==> src/rtl/wide_char_to_codepage_converter_defines.svh <==
// ----------------------------------------------------------------------------
// Wide-char converter assertion macros
// Shared concurrent-check shorthands, clocked on clk.
// ----------------------------------------------------------------------------
`ifndef WIDE_CHAR_TO_CODEPAGE_CONVERTER_DEFINES_SVH
`define WIDE_CHAR_TO_CODEPAGE_CONVERTER_DEFINES_SVH

// check that is off while rst is high
`define WCC_ASSERT(lbl, prop, msg) \
  lbl: assert property (@(posedge clk) disable iff (rst) prop) else $error(msg);

// check that also holds during reset
`define WCC_ASSERT_ALWAYS(lbl, prop, msg) \
  lbl: assert property (@(posedge clk) prop) else $error(msg);

`endif

==> src/rtl/wcc_pkg.sv <==
// ----------------------------------------------------------------------------
// Wide-char converter package
// Item types, codes and sizes shared by the converter modules.
// ----------------------------------------------------------------------------
`default_nettype none

package wcc_pkg;

  localparam int WORD_ENTRIES_DEFAULT = 8192;
  localparam int BLOCK_DEPTH = 256;
  localparam int BLOCK_W = 13;
  localparam int ADDR_W = 17;
  localparam int QUEUE_DEPTH = 4;
  localparam int QPTR_W = 2;
  localparam int QCNT_W = 3;

  localparam logic [1:0] MODE_BLOCK_WR = 2'd0;
  localparam logic [1:0] MODE_WORD_WR = 2'd1;
  localparam logic [1:0] MODE_CONVERT = 2'd2;

  localparam logic KIND_BYTE = 1'b0;
  localparam logic KIND_SUMMARY = 1'b1;

  localparam logic CFG_DOUBLE_BYTE = 1'b0;
  localparam logic CFG_CAPACITY = 1'b1;

  localparam logic [15:0] LEAD_MASK = 16'hff00;
  localparam logic [15:0] TRAIL_MASK = 16'h00ff;
  localparam logic [16:0] LEN_MAX = 17'h1ffff;

  typedef struct packed {
    logic [1:0] mode;
    logic [12:0] table_index;
    logic [15:0] table_word;
    logic [15:0] code_unit;
    logic end_of_string;
  } in_item_t;

  typedef struct packed {
    logic kind;
    logic [7:0] out_byte;
    logic [16:0] length;
    logic overflow;
    logic last;
  } out_item_t;

  typedef struct packed {
    logic double_byte_page;
    logic [15:0] dest_capacity;
  } cfg_t;

  typedef struct packed {
    logic [15:0] word;
    logic eos;
  } conv_item_t;

endpackage

`default_nettype wire

==> src/rtl/wcc_queue.sv <==
// ----------------------------------------------------------------------------
// Wide-char converter queue
// Short FIFO of looked-up words between front and back end.
// ----------------------------------------------------------------------------
`default_nettype none

module wcc_queue (
  input  wire logic                       clk,
  input  wire logic                       rst,
  input  wire logic                       push,
  input  wire wcc_pkg::conv_item_t        push_item,
  input  wire logic                       pop,
  output logic                            q_valid,
  output wcc_pkg::conv_item_t             q_item,
  output logic [wcc_pkg::QCNT_W-1:0]      q_count
);
  import wcc_pkg::*;

  conv_item_t q_mem [QUEUE_DEPTH];
  logic [QPTR_W-1:0] wr_ptr;
  logic [QPTR_W-1:0] rd_ptr;
  logic [QCNT_W-1:0] q_count_next;

  always_comb begin
    q_count_next = q_count;
    if (push && !pop) begin
      q_count_next = q_count + QCNT_W'(1);
    end else if (pop && !push) begin
      q_count_next = q_count - QCNT_W'(1);
    end
  end

  always_ff @(posedge clk) begin
    if (rst) begin
      wr_ptr <= '0;
      rd_ptr <= '0;
      q_count <= '0;
    end else begin
      if (push) begin
        wr_ptr <= wr_ptr + QPTR_W'(1);
      end
      if (pop) begin
        rd_ptr <= rd_ptr + QPTR_W'(1);
      end
      q_count <= q_count_next;
    end
  end

  always_ff @(posedge clk) begin
    if (push) begin
      q_mem[wr_ptr] <= push_item;
    end
  end

  assign q_valid = q_count != '0;
  assign q_item = q_mem[rd_ptr];

endmodule

`default_nettype wire

==> config.mk <==
export PLATFORM = sky130hd
export DESIGN_NAME = wcc_queue
export DESIGN_NICKNAME = d
export VERILOG_FILES = /design/src/rtl/wide_char_to_codepage_converter_defines.svh /design/src/rtl/wcc_pkg.sv /design/src/rtl/wcc_queue.sv
export SDC_FILE = /design/constraint.sdc
export NUM_CORES = 1
export LEC_CHECK = 0
export BUFFER_PORTS_ARGS = -buffer_cell sky130_fd_sc_hd__clkbuf_2
export CORE_MARGIN = 10
export CORE_UTILIZATION = 50
export DETAILED_ROUTE_END_ITERATION = 7
export PLACE_DENSITY_LB_ADDON = 0.1
export SLEW_MARGIN = 20
export SYNTH_ARGS = -nofsm -noshare
export SYNTH_HDL_FRONTEND = slang
export SYNTH_SLANG_ARGS = --single-unit
==> constraint.sdc <==
create_clock -name clk -period 1.53 [get_ports clk]
set_clock_uncertainty 0.15 [all_clocks]
set_input_delay 0.0765 -clock clk [delete_from_list [all_inputs] [get_ports clk]]
set_output_delay 0.0765 -clock clk [all_outputs]
set_load 0.005 [all_outputs]
# [After elaboration in Yosys (flattened, before gate mapping)]
# Memory sizes are Yosys's and may differ from the RTL's. A register that Yosys moved wholly into a read port is not among the register bits.
# Index checks and enable logic that the tools add are counted.
[totals] out_inout_bits=21 regBits=7 elab_cells=20 ramBits=68 n_memories=1 in_bits=21
[classes] add_sub_neg=4 reduce_logical=6 n_mux=6
[mem_list] name="q_mem" depth=4 width=17 read_ports=1 rd_ports_with_merged_regs=1 write_ports=1 line_no="wcc_queue.sv:19" source="conv_item_t q_mem [QUEUE_DEPTH];"
[ops] operator="3-bit two-way mux" count=2
[ops] operator="2-bit by 1-bit adder with 2-bit output (second input constant)" count=2
[ops] operator="2-bit two-way mux" count=2
[ops] operator="3-bit by 1-bit adder with 3-bit output (second input constant)" count=1
[ops] operator="3-bit nonzero test" count=1
[ops] operator="3-bit by 1-bit subtractor with 3-bit output (second input constant)" count=1
[ops] operator="1-bit logical AND" count=2
[ops] operator="1-bit zero test" count=2
[ops] operator="1-bit two-way mux" count=2
[ops] operator="2-bit nonzero test" count=1

# [Logic depth before layout (Yosys ltp)]
# Gate-level depths: netlist (run 1).
[logic_depth] word_depth=4 mapped_depth=7 ltp_nobuf=7

# [Least setup slack after synthesis (run 1)]
# OpenSTA, ideal clock, no wires.
[synth_timing] kind="register to register" startpoint="register q_count[0] (netlist name)" endpoint="register q_count[2] (netlist name)" setup_ns=0.070 stages_incl_launch_ff=5 setup_slack_ns=-0.021 period_less_slack_ns=1.551 t_arrival_ns=1.331 required_ns=1.310 path_buffers=0 path_cell_list="dfxtp_1 > fa_1 > xor2_1 > or3_1 > a21oi_1"
[synth_via] elab_chain_len=3 word_cells_on_any_way=4 classes_between="add/sub (2); mux (2)"
[synth_rtl] element="start, declared" line_no="wcc_queue.sv:15" source="output logic [wcc_pkg::QCNT_W-1:0] q_count"
[synth_rtl] element="start signal, assigned" line_no="wcc_queue.sv:45" source="q_count <= q_count_next;"
[synth_rtl] element="3-bit by 1-bit subtractor with 3-bit output" line_no="wcc_queue.sv:29" source="q_count_next = q_count - QCNT_W'(1);"
[synth_rtl] element="3-bit two-way mux" line_no="wcc_queue.sv:28" source="end else if (pop && !push) begin"
[synth_rtl] element="3-bit two-way mux (*)" line_no="wcc_queue.sv:26" source="if (push && !pop) begin"
# Mark *: on every way between the ends. The rest lies on a longest branch, timed or not. The select of a mux whose other input is x is not followed.
# A chain may end at the register's enable or synchronous reset.

==> flow_summary.json, run 1 <==
{
  "vias": 1487,
  "cts_max_level": 3,
  "maxSlewHeadroom": 0.871,
  "finalPower_mw": 4.26,
  "hold_violations": 0,
  "cts_root_buf": "clkbuf_8",
  "post-dp-hpwl_um": 3510,
  "cts_tree": "done",
  "rsz0062_at_grt": "true",
  "crit_path_end_kind": "output port",
  "dieArea_sq_mm": 0.00929,
  "gr-total-overflow": 0,
  "drive_above_1_share": 0.409,
  "grt_antenna_before_repair": 0,
  "drc": 0,
  "min_path_type": "in2reg",
  "num_io_pins": 42,
  "slowest_delay_ns": 0.51,
  "power_density_mw_per_mm2": 1150,
  "die_y_um": 96.4,
  "crit_required_ns": 1.30,
  "placed_area_sq_mm": 0.00334,
  "violations": "negative setup slack",
  "die_w_um": 96.4,
  "syn-cell-area_sq_mm": 0.00292,
  "ys_ff_latch": 77,
  "ir_drop_mv": 0.710,
  "dpl.cell_count": 256,
  "setup_violations": 17,
  "synth_fp_nets": 159,
  "postCtsSetupRepairBufs": 0,
  "cellLeakagePower_nw": 1.35,
  "wl_per_cell_um": 17.7,
  "core_sq_mm": 0.00557,
  "fin_ws_ns": -0.205,
  "fin_crit_sh": 1.13,
  "critical_path_class": "reg2out",
  "clk_latency_ns": 0.33,
  "syn_area_per_cell_sq_um": 22.1,
  "min_period_ns": 1.73,
  "drv_cap": 0,
  "grt_pass1_vias": 1638,
  "num_rows": 27,
  "slew_violations": 0,
  "nets": 242,
  "io_buffers": 41,
  "seq_area_frac_synth": 0.762,
  "cts_num_sinks": 77,
  "final_area_sq_mm": 0.00370,
  "grt_start_max_net_pins": 18,
  "clk_pin_slew_ns": 0.07,
  "viasPerCell": 5.09,
  "hold_slack_ns": 0.0190,
  "setup_tns_ns": -3.13,
  "synthDistinctLibCells": 20,
  "ff_latch_area_sq_mm": 0.00223,
  "yosys_warnings": 0,
  "nFillCells": 409,
  "routed_wl_um": 5180,
  "status": "complete, but fails checks",
  "tightest_slew_ns": 0.192,
  "gp_congestion": 0.706,
  "grt_pass1_wl_um": 8310,
  "drt_pass1_iterations": 4,
  "cp.arrival_ns": 1.51,
  "clockBufferDepth": 2,
  "multiInputGateArea_sq_um": 609,
  "slowest_stage": "mux4_2",
  "timing.fmax_mhz": 576,
  "crit_path_start_kind": "flip-flop",
  "start_util": 0.523,
  "syn_to_final_growth_pct": 26.9,
  "final_cells": 292,
  "grt.total_usage": 0.121,
  "drt-initial-drc-count": 70,
  "detail-route-antenna-nets": 0,
  "path_cells": "buf_6 > mux4_2 > clkbuf_2",
  "syn_inst": 132,
  "cp_max_fo": 4,
  "numCtsBuffers": 9,
  "antennaDiodeCount": 0
}
-- where the power goes --
part           total (mW)  switching [mW]  internal [mW]
combinational       0.573           0.248          0.326
sequential           2.45          0.0481           2.41
clock                1.23           0.662          0.566
total                4.26           0.958           3.30
-- per-stage QoR --
stage | setup slack (ns) | utilization
floorplan | 0.00910 | -
global placement | 0.00229 | 0.599
detailed placement | -0.0450 | 0.599
CTS | -0.232 | 0.659
global route | -0.267 | 0.664
finish | -0.205 | 0.664
-- what timing repair did --
item,in CTS,in global routing
cloned,0,1
pin swaps,0,2
hold buffers,19,0
gates resized for setup,12,2
endpoints found under the setup margin,19,19
endpoints found under the hold margin,77,0
-- worst max-delay path, delay by kind of cell (launching register included) --
kind	cells	cell delay, ns
mux	1	0.51
flops	1	0.40
buf+inv	2	0.27
-- path summary, 6_finish.rpt --
path               from          to  slack (ns)  cells after the start
min                push   wr_ptr[1]        0.02                      4
max           flip-flop  q_item[12]       -0.20                      3
max reg2reg  q_count[0]  q_count[2]        0.04                      4
min reg2reg  q_count[2]  q_count[2]        0.36                      2
-- layout make-up --
type,instances,area share
Sequential cell,77,0.603
Clock buffer,10,0.0345
Clock inverter,6,0.00812
Tap cell,72,0.0244
Timing Repair Buffer,77,0.162
Multi-Input combinational cell,46,0.165
Inverter,4,0.00406
-- synth_stat cells (all sizes together) --
library cell	number	area share
ha	5	0.021
buf	4	0.014
a21oi	1	0.0017
fa	1	0.0069
and2	4	0.0086
or3	2	0.0043
nor2	7	0.0090
mux4	17	0.14
edfxtp	68	0.70
xor2	3	0.0090
o21ai	1	0.0017
clkbuf	1	0.0013
nand2	1	0.0013
mux2i	2	0.0069
xnor2	2	0.0060
dfxtp	9	0.062
inv	4	0.0051
-- layout by cell type, fill, tap and decap left out, types with 3 or more instances in the layout --
| cell type | count |
|---|---|
| xor2_1 | 3 |
| nor2_1 | 7 |
| clkbuf_2 | 40 |
| clkinv_1 | 4 |
| buf_4 | 10 |
| buf_12 | 4 |
| dfxtp_1 | 6 |
| and2_1 | 4 |
| clkbuf_8 | 9 |
| edfxtp_1 | 68 |
| mux4_2 | 17 |
| ha_1 | 5 |
| inv_1 | 4 |
| dlygate4sd3_1 | 19 |
-- state kept, by name (all words and copies together) (netlist names), named ones only --
name	count
q_count	3
q_mem	68
rd_ptr	2
wr_ptr	2
-- cells by family (layout without fill, tap and decap cells) --
family / Yosys count / count (layout) / share of synthesized area
flip-flops: 77 / 77 / 0.762
XOR/XNOR: 5 / 5 / 0.0150
buffers and inverters: 9 / 97 / 0.0206
AND/OR/NAND/NOR: 14 / 14 / 0.0232
AO/OA/AOI/OAI: 2 / 2 / 0.00343
adder cells (fa/ha/maj): 6 / 6 / 0.0283
multiplexers: 19 / 19 / 0.147
-- per-layer routing --
metal / share of wire / global-route usage
met1: 0.42 / 0.144
met2: 0.51 / 0.194
met3: 0.050 / 0.0366
met5: 0 / 0
met4: 0.015 / 0.0642
(Power assumes the default switching activity.)
==> run 2: changes to the inputs <==
- SETUP_SLACK_MARGIN: unset -> 0.3
==> run 2 against run 1 <==
  * The run still ends with negative setup slack left
  * Clock power increased by 28%
  * Count of clock-buffer cells in the layout unchanged
  * Utilization increased by 6.0 points
  * Combinational power increased by 25%
  * Critical path type unchanged
==> flow_summary.json, run 2 (synthesized netlist as in run 1, its figures left out) <==
{
  "status": "complete, but fails checks",
  "violations": "negative setup slack",
  "start_util": 0.523,
  "timing.fmax_mhz": 578,
  "maxSlewHeadroom": 0.827,
  "dpl.cell_count": 248,
  "cp_max_fo": 9,
  "final_core_util": 0.723,
  "final_common_cell": "edfxtp_1",
  "min_path_cells": 4,
  "drt-initial-drc-count": 111,
  "final_cell_mix": "68 x edfxtp_1, 40 x clkbuf_2, 19 x dlygate4sd3_1, 17 x mux4_2, 12 x buf_6",
  "dieArea_sq_mm": 0.00929,
  "r2r_cells": 4,
  "cts_num_sinks": 77,
  "gr-total-overflow": 0,
  "gp_congestion": 0.639,
  "ir_drop_mv": 0.713,
  "final_cells": 307,
  "ff_latch_area_sq_mm": 0.00224,
  "syn_to_final_growth_pct": 38.3,
  "drc": 0,
  "cts_tree": "done",
  "cellLeakagePower_nw": 1.49,
  "routed_wl_um": 5990,
  "die_y_um": 96.4,
  "fin_ws_ns": -0.201,
  "viasPerCell": 5.20,
  "cts_root_buf": "clkbuf_8",
  "cp_num_cells": 3,
  "io_buffers": 41,
  "top_register": "q_mem",
  "largestRegisters": "q_mem (68), q_count (3)",
  "placed_area_sq_mm": 0.00326,
  "final_area_sq_mm": 0.00403,
  "numCtsBuffers": 9,
  "vias": 1597,
  "grt_pass1_wl_um": 9650,
  "power_density_mw_per_mm2": 1180,
  "finalPower_mw": 4.77,
  "min_period_ns": 1.73,
  "clk_pin_slew_ns": 0.07,
  "slowest_stage": "mux4_2",
  "post-dp-hpwl_um": 3510,
  "grt.total_usage": 0.143,
  "crit_path_end_kind": "output port",
  "pre_cts_ws_ns": -0.0883,
  "multiInputGateArea_sq_um": 711,
  "critical_path_class": "reg2out",
  "detail-route-antenna-nets": 0,
  "slew_violations": 0,
  "crit_family": "multiplexers",
  "hold_violations": 0,
  "clockBufferDepth": 2,
  "path_cells": "buf_12 > mux4_2 > clkbuf_2",
  "cp.arrival_ns": 1.50,
  "cts_max_level": 3,
  "path_buf_inv": 2,
  "clk_latency_ns": 0.34,
  "rsz0062_at_grt": "true",
  "core_sq_mm": 0.00557,
  "crit_path_start_kind": "flip-flop",
  "die_w_um": 96.4,
  "drive_above_1_share": 0.523,
  "min_path_type": "in2reg",
  "grt_antenna_before_repair": 0,
  "drt_pass1_iterations": 4,
  "largest_register_ff_count": 68,
  "fin_crit_sh": 1.13,
  "grt_start_max_net_pins": 13,
  "grt_pass1_vias": 1825,
  "wl_per_cell_um": 19.5,
  "drv_cap": 0,
  "antennaDiodeCount": 0,
  "crit_required_ns": 1.30,
  "setup_violations": 18,
  "nets": 257,
  "tightest_slew_ns": 0.257,
  "num_rows": 27,
  "slowest_delay_ns": 0.51,
  "nFillCells": 344,
  "num_io_pins": 42
}
## run 2: cell count changes in the layout (fill, tap and decap cells not counted), sizes merged
cell      before  now
buf           17   29
bufinv         0    2
clkinvlp       2    0
and2           4    8
clkbuf        51   50
## run 2: power breakdown
group	switching (mW)	internal [mW]	leakage, nW
Combinational	0.299	0.418	0.680
Clock	0.683	0.902	0.105
Sequential	0.0555	2.41	0.702
## run 2: final timing paths
path	startpoint	end	slack [ns]
worst max-delay path	flip-flop	q_item[9]	-0.20
worst min-delay path	push	wr_ptr[0]	0.07
worst max register to register	q_count[1]	q_count[2]	-0.01
worst min register to register	wr_ptr[1]	wr_ptr[1]	0.44
## run 2: through the flow
stage	TNS (ns)	hold slack, ns
5_1_grt	-4.06	0.0651
2_1_floorplan	0	0.0254
3_3_place_gp	-0.0392	0.139
3_5_place_dp	-0.0883	0.149
6_report	-2.99	0.0654
4_1_cts	-3.41	0.0435
## run 2: cell type report
| cell class | count | share of cell area |
|---|---|---|
| Sequential cell | 77 | 0.556 |
| Timing Repair Buffer | 88 | 0.190 |
| Inverter | 4 | 0.00497 |
| Tap cell | 72 | 0.0223 |
| Clock buffer | 10 | 0.0317 |
| Clock inverter | 6 | 0.0192 |
| Multi-Input combinational cell | 50 | 0.176 |
## run 2: worst min-delay path, stage by stage
cell and delay [ns]:
clkbuf_2 0.10, buf_4 0.18, xnor2_1 0.13, nor2_1 0.04
## run 2: metal layers
layer  wire length (um)  part of all wire  track usage  up-vias
li1                   -                 -            -      723
met1               2550              0.42        0.174      814
met2               3030              0.50        0.231       50
met3                310             0.052       0.0366       10
met4                110             0.018       0.0751        0
met5                  0                 0            0        -
## run 2: what timing repair did
action | in CTS | in global routing
pin swaps | 4 | 3
setup endpoints to repair | 88 | 88
endpoints found under the hold margin | 77 | 0
gates resized for setup | 42 | 3
setup buffers | 16 | 2
hold buffers | 19 | 0
cloned | 6 | 0
==> run 3: changes to the inputs <==
- GPL_TIMING_DRIVEN: unset -> 0
==> run 3 against run 2 <==
  * The run still ends with negative setup slack left
  * Largest power group unchanged
  * Cell count is 0.98% lower
  * Critical path type unchanged
  * Sequential share of layout area up 1.4 points
  * Via count decreased by 1.6%
  * Global-route usage down 0.37 points
  * First-iteration DRC count rose by 8.1%
  * Critical path depth rose by 1
  * Utilization decreased by 1.9 points
  * Flip-flop and latch count stayed put
  * Clock power is 22% lower
  * Combinational power grew 3.5%
  * Cell area is 2.7% lower
==> flow_summary.json, run 3 (synthesized netlist as in run 1, its figures left out) <==
{
  "hold_violations": 0,
  "grt_antenna_before_repair": 0,
  "cts_tree": "done",
  "crit_required_ns": 1.30,
  "crit_path_end_kind": "output port",
  "drt-initial-drc-count": 120,
  "power_density_mw_per_mm2": 1130,
  "timing.fmax_mhz": 553,
  "rsz0062_at_grt": "true",
  "drc": 0,
  "maxSlewHeadroom": 0.731,
  "final_cells": 304,
  "routed_wl_um": 6000,
  "grtUsageMet2": 0.233,
  "grt.total_usage": 0.140,
  "min_path_type": "in2reg",
  "final_area_sq_mm": 0.00392,
  "setup_tns_ns": -4.25,
  "syn_to_final_growth_pct": 34.6,
  "dpl.cell_count": 244,
  "setup_violations": 18,
  "die_y_um": 96.4,
  "cp.arrival_ns": 1.58,
  "clk_pin_slew_ns": 0.07,
  "grt_pass1_wl_um": 9360,
  "slew_violations": 0,
  "seqPwrFrac": 0.553,
  "largestRegisters": "q_mem (68), q_count (3)",
  "cts_root_buf": "clkbuf_8",
  "drv_cap": 0,
  "drt_pass1_iterations": 4,
  "gr-usage-met1": 0.162,
  "crit_path_start_kind": "flip-flop",
  "drive_above_1_share": 0.496,
  "core_sq_mm": 0.00557,
  "power_frac_comb": 0.167,
  "switching_share": 0.230,
  "nets": 254,
  "clockBufferDepth": 2,
  "cell_internal_pwr_mw": 3.42,
  "final_core_util": 0.704,
  "die_w_um": 96.4,
  "num_rows": 27,
  "wl_per_cell_um": 19.7,
  "vias": 1571,
  "numCtsBuffers": 9,
  "fin_crit_sh": 1.18,
  "antennaDiodeCount": 0,
  "finalPower_mw": 4.44,
  "tightest_slew_ns": 0.403,
  "cts_max_level": 3,
  "fin_ws_ns": -0.278,
  "cellLeakagePower_nw": 1.43,
  "placed_area_sq_mm": 0.00323,
  "final_cell_mix": "68 x edfxtp_1, 38 x clkbuf_2, 20 x dlygate4sd3_1, 17 x mux4_2, 12 x buf_6",
  "dieArea_sq_mm": 0.00929,
  "grt_start_max_net_pins": 14,
  "critical_path_class": "reg2out",
  "detail-route-antenna-nets": 0,
  "viasPerCell": 5.17,
  "final_common_cell": "edfxtp_1",
  "grt_busiest_layer": "met2",
  "min_period_ns": 1.81,
  "use_met3": 0.0374,
  "violations": "negative setup slack",
  "cp_max_fo": 5,
  "clk_latency_ns": 0.34,
  "grt_pass1_vias": 1782,
  "largest_register_ff_count": 68,
  "post-dp-hpwl_um": 3330,
  "status": "complete, but fails checks",
  "io_buffers": 40,
  "start_util": 0.523,
  "top_register": "q_mem",
  "num_io_pins": 42,
  "gp_congestion": 0.732,
  "gr-total-overflow": 0,
  "switchingPower_mw": 1.02,
  "cts_num_sinks": 77,
  "ir_drop_mv": 0.654,
  "power_frac_clock": 0.280
}
run 3: worst max-delay path, cell delays in order (launching register included):
cell	delay, ns
dfxtp_2	0.34
buf_8	0.13
buf_12	0.12
mux4_2	0.51
clkbuf_2	0.14
run 3: cell type report:
class | instances | area, sq um
Sequential cell | 77 | 2230
Fill cell | 368 | 1650
Multi-Input combinational cell | 52 | 728
Timing Repair Buffer | 78 | 644
Clock buffer | 13 | 139
Tap cell | 72 | 90.1
Buffer | 5 | 55.1
Inverter | 4 | 20.0
Clock inverter | 3 | 12.5
run 3: through the flow:
step	hold slack (ns)	setup WS (ns)
3_5_place_dp	0.146	-0.277
2_1_floorplan	0.0254	0.0611
4_1_cts	0.00368	-0.284
6_report	0.0337	-0.278
3_3_place_gp	0.140	-0.123
5_1_grt	0.0687	-0.342
run 3: path summary, 6_finish.rpt:
path	from	end	slack, ns	depth (start not counted)
max reg2reg	q_count[1]	q_count[2]	-0.03	4
max	flip-flop	q_item[3]	-0.28	4
min	push	wr_ptr[0]	0.03	3
min reg2reg	rd_ptr[1]	flip-flop	0.39	2
run 3: power groups by stage:
stage / Clock (mW) / Sequential [mW] / Combinational [mW]
floorplan: 0 / 2.49 / 0.288
global placement: 0 / 2.49 / 0.474
detailed placement: 0 / 2.50 / 0.494
CTS: 1.25 / 2.45 / 0.738
global route: 1.34 / 2.46 / 0.808
finish: 1.24 / 2.45 / 0.743
run 3: routing by layer:
layer	up-vias	wire, um
met5	-	0
met4	0	97
met3	7	332
met2	37	3120
met1	807	2450
li1	720	-
run 3: what timing repair did:
action | 4_1_cts | 5_1_grt
pin swaps | 1 | 1
setup endpoints to repair | 88 | 83
gates resized for setup | 44 | 4
buffers inserted | 15 | 1
hold endpoints to repair | 77 | 0
hold buffers | 20 | 0
gates cloned | 8 | 0
