[src/rtl/wide_char_to_codepage_converter_defines.svh]
// ----------------------------------------------------------------------------
// Wide-char converter assertion macros
// Shared concurrent-check shorthands, clocked on clk.
// ----------------------------------------------------------------------------
`ifndef WIDE_CHAR_TO_CODEPAGE_CONVERTER_DEFINES_SVH
`define WIDE_CHAR_TO_CODEPAGE_CONVERTER_DEFINES_SVH

// check that is off while rst is high
`define WCC_ASSERT(lbl, prop, msg) \
  lbl: assert property (@(posedge clk) disable iff (rst) prop) else $error(msg);

// check that also holds during reset
`define WCC_ASSERT_ALWAYS(lbl, prop, msg) \
  lbl: assert property (@(posedge clk) prop) else $error(msg);

`endif

[src/rtl/wcc_pkg.sv]
// ----------------------------------------------------------------------------
// Wide-char converter package
// Item types, codes and sizes shared by the converter modules.
// ----------------------------------------------------------------------------
`default_nettype none

package wcc_pkg;

  localparam int WORD_ENTRIES_DEFAULT = 8192;
  localparam int BLOCK_DEPTH = 256;
  localparam int BLOCK_W = 13;
  localparam int ADDR_W = 17;
  localparam int QUEUE_DEPTH = 4;
  localparam int QPTR_W = 2;
  localparam int QCNT_W = 3;

  localparam logic [1:0] MODE_BLOCK_WR = 2'd0;
  localparam logic [1:0] MODE_WORD_WR = 2'd1;
  localparam logic [1:0] MODE_CONVERT = 2'd2;

  localparam logic KIND_BYTE = 1'b0;
  localparam logic KIND_SUMMARY = 1'b1;

  localparam logic CFG_DOUBLE_BYTE = 1'b0;
  localparam logic CFG_CAPACITY = 1'b1;

  localparam logic [15:0] LEAD_MASK = 16'hff00;
  localparam logic [15:0] TRAIL_MASK = 16'h00ff;
  localparam logic [16:0] LEN_MAX = 17'h1ffff;

  typedef struct packed {
    logic [1:0] mode;
    logic [12:0] table_index;
    logic [15:0] table_word;
    logic [15:0] code_unit;
    logic end_of_string;
  } in_item_t;

  typedef struct packed {
    logic kind;
    logic [7:0] out_byte;
    logic [16:0] length;
    logic overflow;
    logic last;
  } out_item_t;

  typedef struct packed {
    logic double_byte_page;
    logic [15:0] dest_capacity;
  } cfg_t;

  typedef struct packed {
    logic [15:0] word;
    logic eos;
  } conv_item_t;

endpackage

`default_nettype wire

[src/rtl/wcc_back.sv]
// ----------------------------------------------------------------------------
// Wide-char converter back end
// Tracks the string budget and count, and emits bytes and summaries.
// ----------------------------------------------------------------------------
`default_nettype none
`include "wide_char_to_codepage_converter_defines.svh"

module wcc_back (
  input  wire logic                clk,
  input  wire logic                rst,
  input  wire wcc_pkg::cfg_t       cfg,
  input  wire logic                q_valid,
  input  wire wcc_pkg::conv_item_t q_item,
  output logic                     pop,
  output logic                     out_valid,
  input  wire logic                out_ready,
  output wcc_pkg::out_item_t       out_item
);
  import wcc_pkg::*;

  localparam int P_SUM = 0;
  localparam int P_TRAIL = 1;
  localparam int P_LEAD = 2;

  logic [15:0] budget_left;
  logic [16:0] length_count;
  logic stopped;
  logic overflow_seen;
  logic at_string_start;
  logic count_only;

  logic [2:0] pend;
  logic [7:0] lead_byte;
  logic [7:0] trail_byte;
  logic [16:0] sum_len;
  logic sum_ovf;

  logic load;
  logic [2:0] pend_after;
  out_item_t res;

  logic [15:0] bl;
  logic co;
  logic [16:0] len;
  logic st;
  logic ov;
  logic pair;
  logic [1:0] need;
  logic [17:0] len_sum;
  logic [16:0] len_sat;
  logic [15:0] budget_left_next;
  logic [16:0] length_count_next;
  logic stopped_next;
  logic overflow_seen_next;
  logic emit_lead;
  logic emit_trail;

  // next result out of the pending set: lead, trail, summary
  always_comb begin
    load = (pend != '0) && (!out_valid || out_ready);
    pend_after = pend;
    res = '0;
    if (pend[P_LEAD]) begin
      res.kind = KIND_BYTE;
      res.out_byte = lead_byte;
      pend_after[P_LEAD] = 1'b0;
    end else if (pend[P_TRAIL]) begin
      res.kind = KIND_BYTE;
      res.out_byte = trail_byte;
      pend_after[P_TRAIL] = 1'b0;
    end else begin
      res.kind = KIND_SUMMARY;
      res.length = sum_len;
      res.overflow = sum_ovf;
      pend_after[P_SUM] = 1'b0;
    end
    res.last = pend_after == '0;
    if (!load) begin
      pend_after = pend;
    end
    pop = q_valid && (pend_after == '0);
  end

  always_comb begin
    bl = at_string_start ? cfg.dest_capacity : budget_left;
    co = at_string_start ? (cfg.dest_capacity == '0) : count_only;
    len = at_string_start ? '0 : length_count;
    st = at_string_start ? 1'b0 : stopped;
    ov = at_string_start ? 1'b0 : overflow_seen;
    pair = cfg.double_byte_page && ((q_item.word & LEAD_MASK) != '0);
    need = pair ? 2'd2 : 2'd1;
    len_sum = 18'(len) + 18'(need);
    len_sat = (len_sum > 18'(LEN_MAX)) ? LEN_MAX : len_sum[16:0];

    budget_left_next = bl;
    length_count_next = len;
    stopped_next = st;
    overflow_seen_next = ov;
    emit_lead = 1'b0;
    emit_trail = 1'b0;
    if (co) begin
      length_count_next = len_sat;
    end else if (!st) begin
      if (bl >= 16'(need)) begin
        emit_lead = pair;
        emit_trail = 1'b1;
        budget_left_next = bl - 16'(need);
        length_count_next = len_sat;
      end else begin
        stopped_next = 1'b1;
        overflow_seen_next = 1'b1;
      end
    end
  end

  always_ff @(posedge clk) begin
    if (rst) begin
      budget_left <= '0;
      length_count <= '0;
      stopped <= 1'b0;
      overflow_seen <= 1'b0;
      at_string_start <= 1'b1;
      count_only <= 1'b0;
      pend <= '0;
    end else if (pop) begin
      budget_left <= budget_left_next;
      length_count <= length_count_next;
      stopped <= stopped_next;
      overflow_seen <= overflow_seen_next;
      at_string_start <= q_item.eos;
      count_only <= co;
      pend <= {emit_lead, emit_trail, q_item.eos};
    end else if (load) begin
      pend <= pend_after;
    end
  end

  always_ff @(posedge clk) begin
    if (pop) begin
      lead_byte <= q_item.word[15:8];
      trail_byte <= 8'(q_item.word & TRAIL_MASK);
      sum_len <= length_count_next;
      sum_ovf <= overflow_seen_next;
    end
  end

  always_ff @(posedge clk) begin
    if (rst) begin
      out_valid <= 1'b0;
    end else if (load) begin
      out_valid <= 1'b1;
    end else if (out_ready) begin
      out_valid <= 1'b0;
    end
  end

  always_ff @(posedge clk) begin
    if (load) begin
      out_item <= res;
    end
  end

  `WCC_ASSERT_ALWAYS(a_sum_last, out_valid && out_item.kind == KIND_SUMMARY |-> out_item.last, "summary not last")
  `WCC_ASSERT(a_byte_clean, out_valid && out_item.kind == KIND_BYTE |-> out_item.length == '0 && !out_item.overflow, "byte item carries count")
  `WCC_ASSERT(a_burst, out_valid && out_ready && !out_item.last |=> out_valid, "gap inside result burst")

endmodule

`default_nettype wire

[config.mk]
export PLATFORM = sky130hd
export DESIGN_NAME = wcc_back
export DESIGN_NICKNAME = d
export VERILOG_FILES = /design/src/rtl/wcc_pkg.sv /design/src/rtl/wcc_back.sv
export VERILOG_INCLUDE_DIRS = /design/src /design/src/rtl
export SDC_FILE = /design/constraint.sdc
export NUM_CORES = 1
export LEC_CHECK = 0
export ABC_AREA = 1
export BUFFER_PORTS_ARGS = -buffer_cell sky130_fd_sc_hd__buf_2
export CAP_MARGIN = 15
export CORE_UTILIZATION = 25
export CTS_CLUSTER_DIAMETER = 40
export DETAILED_ROUTE_END_ITERATION = 10
export PLACE_DENSITY_LB_ADDON = 0.12
export REMOVE_ABC_BUFFERS = 1
export SYNTH_ARGS = -nofsm -noshare
export SYNTH_HDL_FRONTEND = slang
export SYNTH_SLANG_ARGS = --single-unit
[constraint.sdc]
create_clock -name clk -period 6.1 [get_ports clk]
set_clock_uncertainty 0.1 [all_clocks]
set_input_delay 0.61 -clock clk [delete_from_list [all_inputs] [get_ports clk]]
set_output_delay 0.61 -clock clk [all_outputs]
set_load 0.03 [all_outputs]
Yosys cells after proc, flatten, opt, wreduce, memory -nomap -nowiden. Cells that the tools add are included. Widths: inputs -> output; s select.

Flip-flop bits (word level): 103. Output and inout bits: 30. Logic and storage cells: 69.

Add/sub/neg operators: 2. Magnitude comparators: 2. Muxes and demuxes: 35. Reductions and logical operators: 13.

Operator list (number): $mux 17 (5); $mux 16 (4); $mux 1 (19); $add 17x2->18 (1); $gt 18x17->1 const B (1); $ge 16x2->1 (1); $logic_not 16->1 (1); $mux 8 (2); $reduce_bool 16->1 (1); $sub 16x2->16 (1); $mux 3 (3); $logic_not 3->1 (2); $mux 2 (2); $reduce_bool 2->1 (2); $logic_and 1x1->1 (3); $reduce_bool 3->1 (1); $reduce_or 2->1 (1); $logic_not 1->1 (1); $logic_or 1x1->1 (1).

Depth between registers and ports, before layout. Gate-level depths: netlist of run 1.

Depth after elaboration: 9. Gate-level depth with buffers: 20. Depth with buffers taken out: 17.

Worst setup path before layout of run 1. No wires, ideal clock.

Path type: input to output. Start: input port out_ready. End: output port pop. Arrival time: 2619 ps. Required time: 5390 ps. Setup slack: 2771 ps. Stages: 5. Path through: nor2_1 > o21ai_0 > nand2_1 > nor2_2 > clkbuf_1.

Cells in the longest elaborated chain, start to end: 5.

RTL lines: start, declared (RTL line wcc_back.sv:16) `input wire logic out_ready,`; $logic_or 1x1->1 (RTL line wcc_back.sv:60) `load = (pend != '0) && (!out_valid || out_ready);`; $logic_and 1x1->1 (RTL line wcc_back.sv:60); $mux 3 (RTL line wcc_back.sv:78) `if (!load) begin`; $logic_not 3->1 (RTL line wcc_back.sv:81) `pop = q_valid && (pend_after == '0);`; $logic_and 1x1->1 (RTL line wcc_back.sv:81); end, declared (RTL line wcc_back.sv:14) `output logic pop,`.

Every way passes these cells.

Worst setup path in the final report of run 1.
Start: register pend[1]. End: output port pop.

Cells in the longest elaborated chain, start to end: 5.

RTL lines: start, declared (RTL line wcc_back.sv:32) `logic [2:0] pend;`; start signal, assigned (RTL line wcc_back.sv:132) `pend <= {emit_lead, emit_trail, q_item.eos};`; start signal, assigned (RTL line wcc_back.sv:134) `pend <= pend_after;`; $mux 1 or $reduce_bool 3->1 (tied branches) (RTL line wcc_back.sv:67, wcc_back.sv:60); $mux 2 or $logic_and 1x1->1 (tied branches) (RTL line wcc_back.sv:63, wcc_back.sv:60); $mux 3 (*) (RTL line wcc_back.sv:78); $logic_not 3->1 (*) (RTL line wcc_back.sv:81); $logic_and 1x1->1 (*) (RTL line wcc_back.sv:81).

Every way passes the cells marked *; elsewhere a longest branch is shown, timed or not.

==> results of run 1 <==
[registers in the layout (all words and copies together) (netlist names), 3 cells and up]
| name | cells |
|---|---|
| trail_byte | 8 |
| budget_left | 16 |
| sum_len | 17 |
| out_item | 28 |
| lead_byte | 8 |
| length_count | 17 |
| pend | 3 |
[critical path: cells and delay by family (launching register included)]
family,cells,cell delay [ns]
and+or+nand+nor,4,0.90
buffers and inverters,2,0.69
DFF,1,0.63
AOI/OAI and AO/OA,1,0.19
[routing by layer]
metal / routed length [um] / GRT usage, % / vias up
met5: 0 / 0 / -
met4: 180 / 3.76 / 0
met3: 482 / 2.47 / 11
met2: 6960 / 22.5 / 70
met1: 7300 / 16.9 / 2127
li1: - / - / 2474
[cell type report]
type	count	share of cell area (%)
tap	285	5.38
clock buffer	9	3.39
inverter	112	6.37
clock inverter	7	1.55
timing repair buffer	70	5.39
multi-input combinational	495	37.5
sequential	103	40.5
[layout by cell type, fill, tap and decap left out, drive strengths merged, types with 3 or more instances in the layout]
master | netlist | layout
nand2 | 207 | 207
inv | 112 | 115
nor2 | 97 | 97
buf | 9 | 70
edfxtp | 62 | 62
nand3 | 60 | 60
o21ai | 52 | 52
dfxtp | 41 | 41
a21oi | 34 | 34
nand4 | 11 | 11
clkbuf | 14 | 9
nor3 | 8 | 8
xor2 | 6 | 6
ha | 4 | 4
a31oi | 3 | 3
clkinv | 0 | 3
[report_power, final]
part	switching (mW)	leakage, nW	internal [mW]	total (mW)
Clock	0.305	0.160	0.334	0.639
Combinational	0.312	1.90	0.116	0.428
Sequential	0.0357	0.946	0.846	0.882
[metrics by stage]
step | cell area (um2) | power [mW]
6_report | 6630 | 1.95
5_1_grt | 6630 | 2.06
4_1_cts | 6630 | 1.98
3_5_place_dp | 6310 | 1.34
3_3_place_gp | 6310 | 1.34
2_1_floorplan | 5580 | 1.20
[logic make-up after synthesis]
family                   count (synthesis)  share of synthesized area (%)
AND/OR/NAND/NOR                        387                           31.5
multiplexers                             1                          0.175
buffers and inverters                  135                           10.1
AO/OA/AOI/OAI                           95                           9.02
flip-flops                             103                           46.8
adder cells (fa/ha/maj)                  6                           1.57
XOR/XNOR                                 6                          0.917
[how the worst min path moves through the flow]
stage / depth (start not counted) / slack (ns) / endpoint / start
global route: 1 / 0.30 / trail_byte[6]$_DFFE_PP_ / q_item[7]
finish: 1 / 0.32 / trail_byte[0]$_DFFE_PP_ / q_item[1]
global placement: 2 / 0.42 / budget_left[1]$_SDFFE_PP0P_ / budget_left[1]$_SDFFE_PP0P_
floorplan: 2 / 0.39 / budget_left[1]$_SDFFE_PP0P_ / budget_left[1]$_SDFFE_PP0P_
detailed placement: 2 / 0.41 / out_item[19]$_DFFE_PP_ / lead_byte[0]$_DFFE_PP_
CTS: 1 / 0.30 / trail_byte[0]$_DFFE_PP_ / q_item[1]
==> results.md, run 1 <==
- CTS tree: built
- Worst r2r src: pend[1]$_SDFFE_PP0P_
- Fmax: between 0.2 and 0.3 GHz
- Slew Viols, Final: 0
- RSZ-0062 raised after global routing: false
- YS warnings: 0
- Top-count cell post-synth: nand2_1
- Setup CP Type: flip-flop to output port
- R2R setup slack: 2.73 ns
- Area growth from synthesis to final layout: 15.7%
- WL per Instance: 13.8 um
- Largest area contributor in the netlist: edfxtp_1
- Highest-delay cell along the critical path: dfxtp_1
- H-tree Lvls: 3
- Asr flop ratio synth: 0%
- First-pass GRT wire length: 24300 um
- Syn avg cell area: 7.82 um2
- Top FF cell, synth: edfxtp_1
- Worst Path Arrival: 2.78 ns
- Peak VDD IR: about 140 uV
- Mapped cell area: 0.00573 mm2
- Slew @ Worst Pin: 0.995 ns
- I/O pins: slightly below 70
- Netlist cell types: 35
- Largest net degree at the start of global routing: 52
- Clock buffer count from CTS: 9
- Max-cap viol count: 0
- Total number of vias: between 4000 and 5000
- Most frequent cell on the critical path: nor2_1
- Worst skew pair latency: 0.36 ns
- Leakage: about 3 nW
- GR Util All Layers: 13.2%
- Final GP Congestion: 0.764
- Vias in the first global route: 4675
- Share of cells above drive strength 1: 18.8%
- CP required: 5.39 ns
- Initial antenna violation count: 0
- Outcome: finished, final reports clean
- DRT iter0 DRCs: 268
- Hold crit path type: input port to flip-flop
- Cell Pwr Density: ~290 mW/mm2
- Total Wirelength: 14900 um
- CP Max Fanout: 24
- Synth top area cells: edfxtp_1 (32%), dfxtp_1 (14%), nand2_1 (12%)
- Detailed-router iteration count before antenna repair: 4
- Setup_tns: 0 ns
- Core footprint: 0.0226 mm2
- RR Endpoint: budget_left[13]$_SDFFE_PP0P_
- Setup WS post-layout: 2.61 ns
- Final setup viols: 0
- Grt total ovfl: 0
- Post-route minimum period: 3.49 ns
- I/O Buffers: 67
- Post_cts resized: 0
- Fillers: between 2000 and 2500
- Register area: 0.00268 mm2
- Final net count: 835
- Die ar.: ~0.024 mm2
- N_diodes: 0
- Final core utilization: 29.4%
- Routed Antenna Nets: 0
- Number of synthesized register bits: about 100
- Num rows: 55
- Num Clock Sinks: about 100
- Fin Hold WS: 0.319 ns
- Clock buffer depth: 2
- Max incr delay on CP: between 0.6 and 0.7 ns
- Register area share after synthesis: between 40 and 50%
- Hold-fix buffers at CTS: 0
- Final cell count without fillers: 1081
- Root buffer cell: clkbuf_16
- Reg clk slew, reported paths: 0.08 ns
- # DRC: 0
- Multi-input logic area: 0.00248 mm2
- Worst setup EP type: output port
- Critical path launch point type: flip-flop
- Final Hold Fails: 0
- Die width: 153 um
- Commonest cells post-synth: nand2_1 (185), inv_1 (105), nor2_1 (79)
- R2R cell count: 9
- CP Launch Point: pend[1]$_SDFFE_PP0P_
- DP HPWL: 10400 um
- Slew margin rel.: 33.5%
- CP endpoint: pop
- Initial core utilization: 25.4%
- Syn Inst Count: 733
- Vias per cell: 4.33
- Die Height: 153 um
- Top-area cell type share of the netlist area: 32.5%
- Placed cells: 1065
- Post-synth EDFFs: 62
- Fin crit share: 57.3%
- Setup Fix Bufs, Post-CTS: 0
- CP cell instances: nor2_1 -> inv_2 -> nor2_1 -> o21ai_1 -> nand2_1 -> nor2_4 -> buf_2
- Worst slack at placement: 2.34 ns
Note: power is estimated with default switching activity, not from simulation.
==> run 2, diff against run 1 <==
- clock period: 6.1 -> 3.6 ns (I/O delays scaled with it)
==> run 2 against run 1 <==
Worst hold slack lost 0.24 ns; sequential power increased by 69%; wire length fell by 1.5%; core utilization increased by 0.13 points; power is 65% higher; setup slack got worse by 2.2 ns; sequential share of layout area fell by 0.17 points; final cell count grew 0.65%; combinational power up 72%; global-route usage increased by 0.13 points; clock power up 53%.
==> results.md, run 2 (synthesized netlist as in run 1, its figures left out) <==
- Outcome: finished, final reports clean
- Initial antenna violation count: 0 (unchanged)
- Slew margin rel.: 41.7% (+8.1 points)
- CP cell instances: inv_4 -> or2_1 -> o21ai_0 -> inv_1 -> ha_1 -> nand2_1 -> nand3b_1 -> nand2_1 -> nor2_4 -> nand2_4 -> nand2_4 -> nand2_4 -> nand2_1 -> nand3_1
- Worst Path Arrival: 3.15 ns (+0.37 ns)
- Vias in the first global route: 4588 (-1.9%)
- Hold crit path type: input port to flip-flop
- Largest net degree at the start of global routing: 89 (+71%)
- Most common cell after layout, fill and taps aside: nand2_1
- Most frequent cells in the layout: nand2_1 (185), inv_1 (105), nor2_1 (78)
- Routed Antenna Nets: 0 (unchanged)
- Area growth from synthesis to final layout: 16.2%
- I/O Buffers: 67 (unchanged)
- Detailed-router iteration count before antenna repair: 4 (unchanged)
- DRT iter0 DRCs: 239 (-11%)
- DP HPWL: 10200 um (-1.9%)
- I/O pins: 68 (unchanged)
- CTS tree: built
- Fin crit share: between 80% and 90%
- Highest-delay cell along the critical path: dfxtp_2
- Post-route minimum period: 3.16 ns
- Worst setup EP type: flip-flop
- Final GP Congestion: 0.792 (+3.7%)
- Setup CP Type: flip-flop to flip-flop
- Setup WS post-layout: 0.438 ns (-2.17 ns)
- Worst slack at placement: 0.223 ns (-2.12 ns)
- Number of flip-flops in the largest register: 28 (unchanged)
- Slew @ Worst Pin: 0.874 ns (-0.121 ns)
- Clock buffer count from CTS: 9 (unchanged)
- WP buf/inv: 2 (unchanged)
- Setup Fix Bufs, Post-CTS: 0 (unchanged)
- GR Util All Layers: 13.3% (+0.13 points)
- Fin Hold WS: 0.0786 ns (-0.240 ns)
- # DRC: 0 (unchanged)
- WL per Instance: 13.5 um (-2.1%)
- CP required: 3.59 ns (-1.80 ns)
- Die ar.: 0.0235 mm2 (unchanged)
- Die Height: 153 um (unchanged)
- Max incr delay on CP: 0.63 ns (about the same)
- Post_cts resized: 0 (unchanged)
- Share of cells above drive strength 1: 19.6% (+0.71 points)
- Critical path launch point type: flip-flop
- Core footprint: 0.0226 mm2 (unchanged)
- Largest Register: out_item
- RSZ-0062 raised after global routing: false
- Num Clock Sinks: 103 (unchanged)
- Final Cell Area: 0.00666 mm2 (+0.43%)
- Final net count: 842 (+0.84%)
- CP Max Fanout: 21 (-13%)
- Final setup viols: 0 (unchanged)
- Reg clk slew, reported paths: 0.08 ns (about the same)
- Final Hold Fails: 0 (unchanged)
- H-tree Lvls: 3 (unchanged)
- Leakage: 3.02 nW (+0.29%)
- Initial core utilization: 25.4% (unchanged)
- Total Wirelength: 14700 um (-1.5%)
- Critical path's top delay family: simple AND/OR/NAND/NOR gates
- Max-cap viol count: 0 (unchanged)
- Root buffer cell: clkbuf_16
- N_diodes: 0 (unchanged)
- Cell Pwr Density: 481 mW/mm2 (+64%)
- Num rows: 55 (unchanged)
- First-pass GRT wire length: 24300 um (+0.12%)
- Total number of vias: 4664 (-0.38%)
- Worst skew pair latency: 0.36 ns (about the same)
- Slew Viols, Final: 0 (unchanged)
- Peak VDD IR: 213 uV (+47%)
- Hold-fix buffers at CTS: 0 (unchanged)
- Largest registers: out_item x28, length_count x17, sum_len x17
- Clock buffer depth: 2 (unchanged)
- Vias per cell: 4.29 (-1.0%)
- Fmax: 0.316 GHz
- Grt total ovfl: 0 (unchanged)
- Fillers: 2440 (-2.3%)
- Die width: 153 um (unchanged)
- Post-DP Area: 0.00637 mm2 (+1.0%)
[run 2: cell types whose count changed in the layout (fill, tap and decap cells not counted)]
cell / before / now
buf_4: 3 / 9
clkinvlp_4: 0 / 4
buf_12: 0 / 1
bufinv_16: 1 / 0
clkinv_4: 1 / 0
clkinv_8: 2 / 1
inv_8: 2 / 1
[run 2: layout make-up]
class                   count  area [um2]  area share, %
clock buffers               9         225           3.38
clock inverters             7        66.3          0.995
inverters                 112         423           6.35
multi-input cells         495        2480           37.3
flip-flops and latches    103        2680           40.3
well taps                 285         357           5.35
repair buffers             77         423           6.35
[run 2: final timing paths]
path | cells after the start | startpoint | endpoint | slack (ns)
worst min-delay path | 1 | q_item[1] | trail_byte[0]$_DFFE_PP_ | 0.08
worst min register to register | 2 | pend[0]$_SDFFE_PP0P_ | pend[0]$_SDFFE_PP0P_ | 0.43
worst max register to register | 14 | at_string_start$_SDFFE_PP1P_ | sum_len[8]$_DFFE_PP_ | 0.44
worst max-delay path | 14 | at_string_start$_SDFFE_PP1P_ | sum_len[8]$_DFFE_PP_ | 0.44
[run 2: worst register-to-register path, cell delays in order, from the launching register on]
cell and delay (ns):
dfxtp_2 0.63, inv_4 0.04, or2_1 0.25, o21ai_0 0.17, inv_1 0.12, ha_1 0.32, nand2_1 0.07, nand3b_1 0.16
nand2_1 0.11, nor2_4 0.20, nand2_4 0.09, nand2_4 0.09, nand2_4 0.16, nand2_1 0.28, nand3_1 0.11
[run 2: layer usage]
layer,vias up,GRT usage (%),wire (um)
met1,2107,17.8,7320
met4,0,3.57,125
met5,-,0,0
met2,66,21.8,6800
met3,7,2.55,456
li1,2484,-,-
[run 2: stage by stage]
step | instances | power (mW) | setup TNS [ns] | util (%)
2_1_floorplan | 710 | 2.03 | -17.06 | -
3_3_place_gp | 1072 | 2.28 | 0 | 28.2
3_5_place_dp | 1072 | 2.27 | 0 | 28.2
4_1_cts | 1088 | 3.27 | 0 | 29.5
5_1_grt | 1088 | 3.41 | 0 | 29.5
6_report | 1088 | 3.21 | 0 | 29.5
[run 2: where the power goes]
group / switching [mW] / internal, mW / total, mW
Combinational: 0.530 / 0.208 / 0.738
Sequential: 0.0585 / 1.43 / 1.49
Clock: 0.495 / 0.483 / 0.978
Total: 1.08 / 2.12 / 3.21
==> run 3, diff against run 2 <==
- REMOVE_ABC_BUFFERS: 1 -> not set
==> run 3 against run 2 <==
Highest routed layer unchanged; clock power barely moved; worst hold slack got worse by 0.0025 ns; largest cell class unchanged; largest power group unchanged; final cell count decreased by 0.18%; register-to-register slack improved by 0.13 ns; via count decreased by 0.94%.
==> results.md, run 3 (synthesized netlist as in run 1, its figures left out) <==
- Most frequent cells in the layout: nand2_1 (185), inv_1 (105), nor2_1 (78)
- Fin crit share: 84.1% (-3.7 points)
- Fillers: 2487 (+1.9%)
- Final setup viols: 0 (unchanged)
- Post-DP Area: 0.00635 mm2 (-0.31%)
- DP HPWL: 10700 um (+4.9%)
- Register area: 0.00268 mm2 (unchanged)
- I/O Buffers: 67 (unchanged)
- Initial antenna violation count: 0 (unchanged)
- Largest registers: out_item x28, length_count x17, sum_len x17
- Internal Power: 2.14 mW (+0.61%)
- CTS tree: built
- CP required: 3.59 ns (about the same)
- Power share of the combinational group: 22.6% (-0.4 points)
- Worst r2r src: at_string_start$_SDFFE_PP1P_
- Slew Viols, Final: 0 (unchanged)
- CP Max Fanout: 25 (+19%)
- Setup CP Type: flip-flop to flip-flop
- Number of flip-flops in the largest register: 28 (unchanged)
- Die Height: 153 um (unchanged)
- CP Launch Point: at_string_start$_SDFFE_PP1P_
- Cell Pwr Density: 486 mW/mm2 (+0.90%)
- Grt total ovfl: 0 (unchanged)
- # DRC: 0 (unchanged)
- Clock network power share: 31.2% (+0.7 points)
- Num rows: 55 (unchanged)
- Share of cells above drive strength 1: 19.4% (-0.20 points)
- Vias per cell: 4.25 (-0.76%)
- GR Util All Layers: 13.0% (-0.28 points)
- CP cell instances: inv_4 -> or2_1 -> o21ai_0 -> inv_1 -> ha_1 -> nand2_1 -> nand3b_1 -> nand2_1 -> nor2_4 -> nand2_4 -> nand2_4 -> nand2_4 -> nand2_1 -> nand3_1
- Peak VDD IR: 172 uV (-19%)
- Critical path launch point type: flip-flop
- Slew margin rel.: 55.2% (+14 points)
- Final Hold Fails: 0 (unchanged)
- I/O pins: 68 (unchanged)
- Hold crit path type: input port to flip-flop
- P_sw: 1.09 mW (+1.0%)
- H-tree Lvls: 3 (unchanged)
- Sequential share of power: 46.2% (-0.3 points)
- Final Cell Area: 0.00665 mm2 (-0.15%)
- Worst setup EP type: flip-flop
- Largest net degree at the start of global routing: 71 (-20%)
- Num Clock Sinks: 103 (unchanged)
- Post-route minimum period: 3.03 ns (-0.134 ns)
- First-pass GRT wire length: 23900 um (-1.7%)
- Hold Startpoint: q_item[4]
- Worst Path Arrival: 3.01 ns (-0.14 ns)
- Area growth from synthesis to final layout: 16.1%
- Vias in the first global route: 4480 (-2.4%)
- Setup_tns: 0 ns (unchanged)
- Max incr delay on CP: 0.43 ns (-0.20 ns)
- Routed Antenna Nets: 0 (unchanged)
- Final total power: 3.23 mW (+0.74%)
- Worst skew pair latency: 0.36 ns (about the same)
- Total number of vias: 4620 (-0.94%)
- Sw frac: 33.9% (+0.086 points)
- Post_cts resized: 0 (unchanged)
- Multi-input logic area: 0.00248 mm2 (-0.20%)
- Die width: 153 um (unchanged)
- Slew @ Worst Pin: 0.672 ns (-0.202 ns)
- Fmax: 0.330 GHz (+4.4%)
- Mapped Nets: 777
- N_diodes: 0 (unchanged)
- Final net count: 840 (-0.24%)
- Highest-delay cell along the critical path: dfxtp_2
- Initial core utilization: 25.4% (unchanged)
- Total Wirelength: 14600 um (-0.38%)
- Max-cap viol count: 0 (unchanged)
- Leakage: 3.02 nW (+0.29%)
- Setup Fix Bufs, Post-CTS: 0 (unchanged)
- Final GP Congestion: 0.782 (-1.3%)
- Reg clk slew, reported paths: 0.09 ns (about the same)
- Die ar.: 0.0235 mm2 (unchanged)
- Core footprint: 0.0226 mm2 (unchanged)
- Clock buffer count from CTS: 9 (unchanged)
- Outcome: finished, final reports clean
- Clock buffer depth: 2 (unchanged)
- Fin Hold WS: 0.0761 ns (-0.00253 ns)
- DRT iter0 DRCs: 294 (+23%)
- Hold-fix buffers at CTS: 0 (unchanged)
- Most common cell after layout, fill and taps aside: nand2_1
- Root buffer cell: clkbuf_16
- RSZ-0062 raised after global routing: false
- Detailed-router iteration count before antenna repair: 4 (unchanged)
- WL per Instance: 13.5 um (-0.20%)
- Largest Register: out_item
-- run 3: changes by cell type in the layout (fill, tap and decap cells not counted), sizes merged --
cell / previous run / this run
buf: 77 / 75
inv: 114 / 117
clkinv: 1 / 2
clkinvlp: 4 / 0
-- run 3: final timing paths --
check | endpoint | cells after the start | slack (ns)
worst min-delay path | trail_byte[3]$_DFFE_PP_ | 1 | 0.08
worst max-delay path | sum_len[8]$_DFFE_PP_ | 14 | 0.57
worst min register to register | out_item[19]$_DFFE_PP_ | 2 | 0.42
worst max register to register | sum_len[8]$_DFFE_PP_ | 14 | 0.57
-- run 3: layer usage --
layer | global-route usage, % | routed length [um]
met2 | 21.2 | 6640
met4 | 3.38 | 81
met3 | 2.24 | 458
met5 | 0 | 0
met1 | 17.8 | 7460
-- run 3: final cells by class --
cell class / count / area share, %
Clock buffer: 9 / 3.39
Sequential cell: 103 / 40.3
Multi-Input combinational cell: 495 / 37.3
Inverter: 112 / 6.36
Timing Repair Buffer: 75 / 6.13
Clock inverter: 7 / 1.15
Tap cell: 285 / 5.36
-- run 3: stage by stage --
stage,utilization (%),instances,worst slack (ns)
after detailed placement,28.1,1070,0.213
after CTS,29.5,1086,0.458
final,29.5,1086,0.572
after global routing,29.5,1086,0.219
after floorplan,-,733,0.589
after global placement,28.1,1070,0.261
-- run 3: critical path, delay by kind of cell (launching register included) --
| family | cells | cell delay (ns) |
|---|---|---|
| AOI/OAI and AO/OA | 1 | 0.18 |
| adders and majority gates | 1 | 0.32 |
| buffers and inverters | 2 | 0.15 |
| DFF | 1 | 0.43 |
| and+or+nand+nor | 10 | 1.56 |
-- run 3: power groups by stage --
stage | combinational (mW) | clock (mW) | sequential [mW]
6_report | 0.730 | 1.01 | 1.49
5_1_grt | 0.825 | 1.09 | 1.51
4_1_cts | 0.747 | 1.05 | 1.50
3_5_place_dp | 0.745 | 0 | 1.52
3_3_place_gp | 0.746 | 0 | 1.52
2_1_floorplan | 0.432 | 0 | 1.62
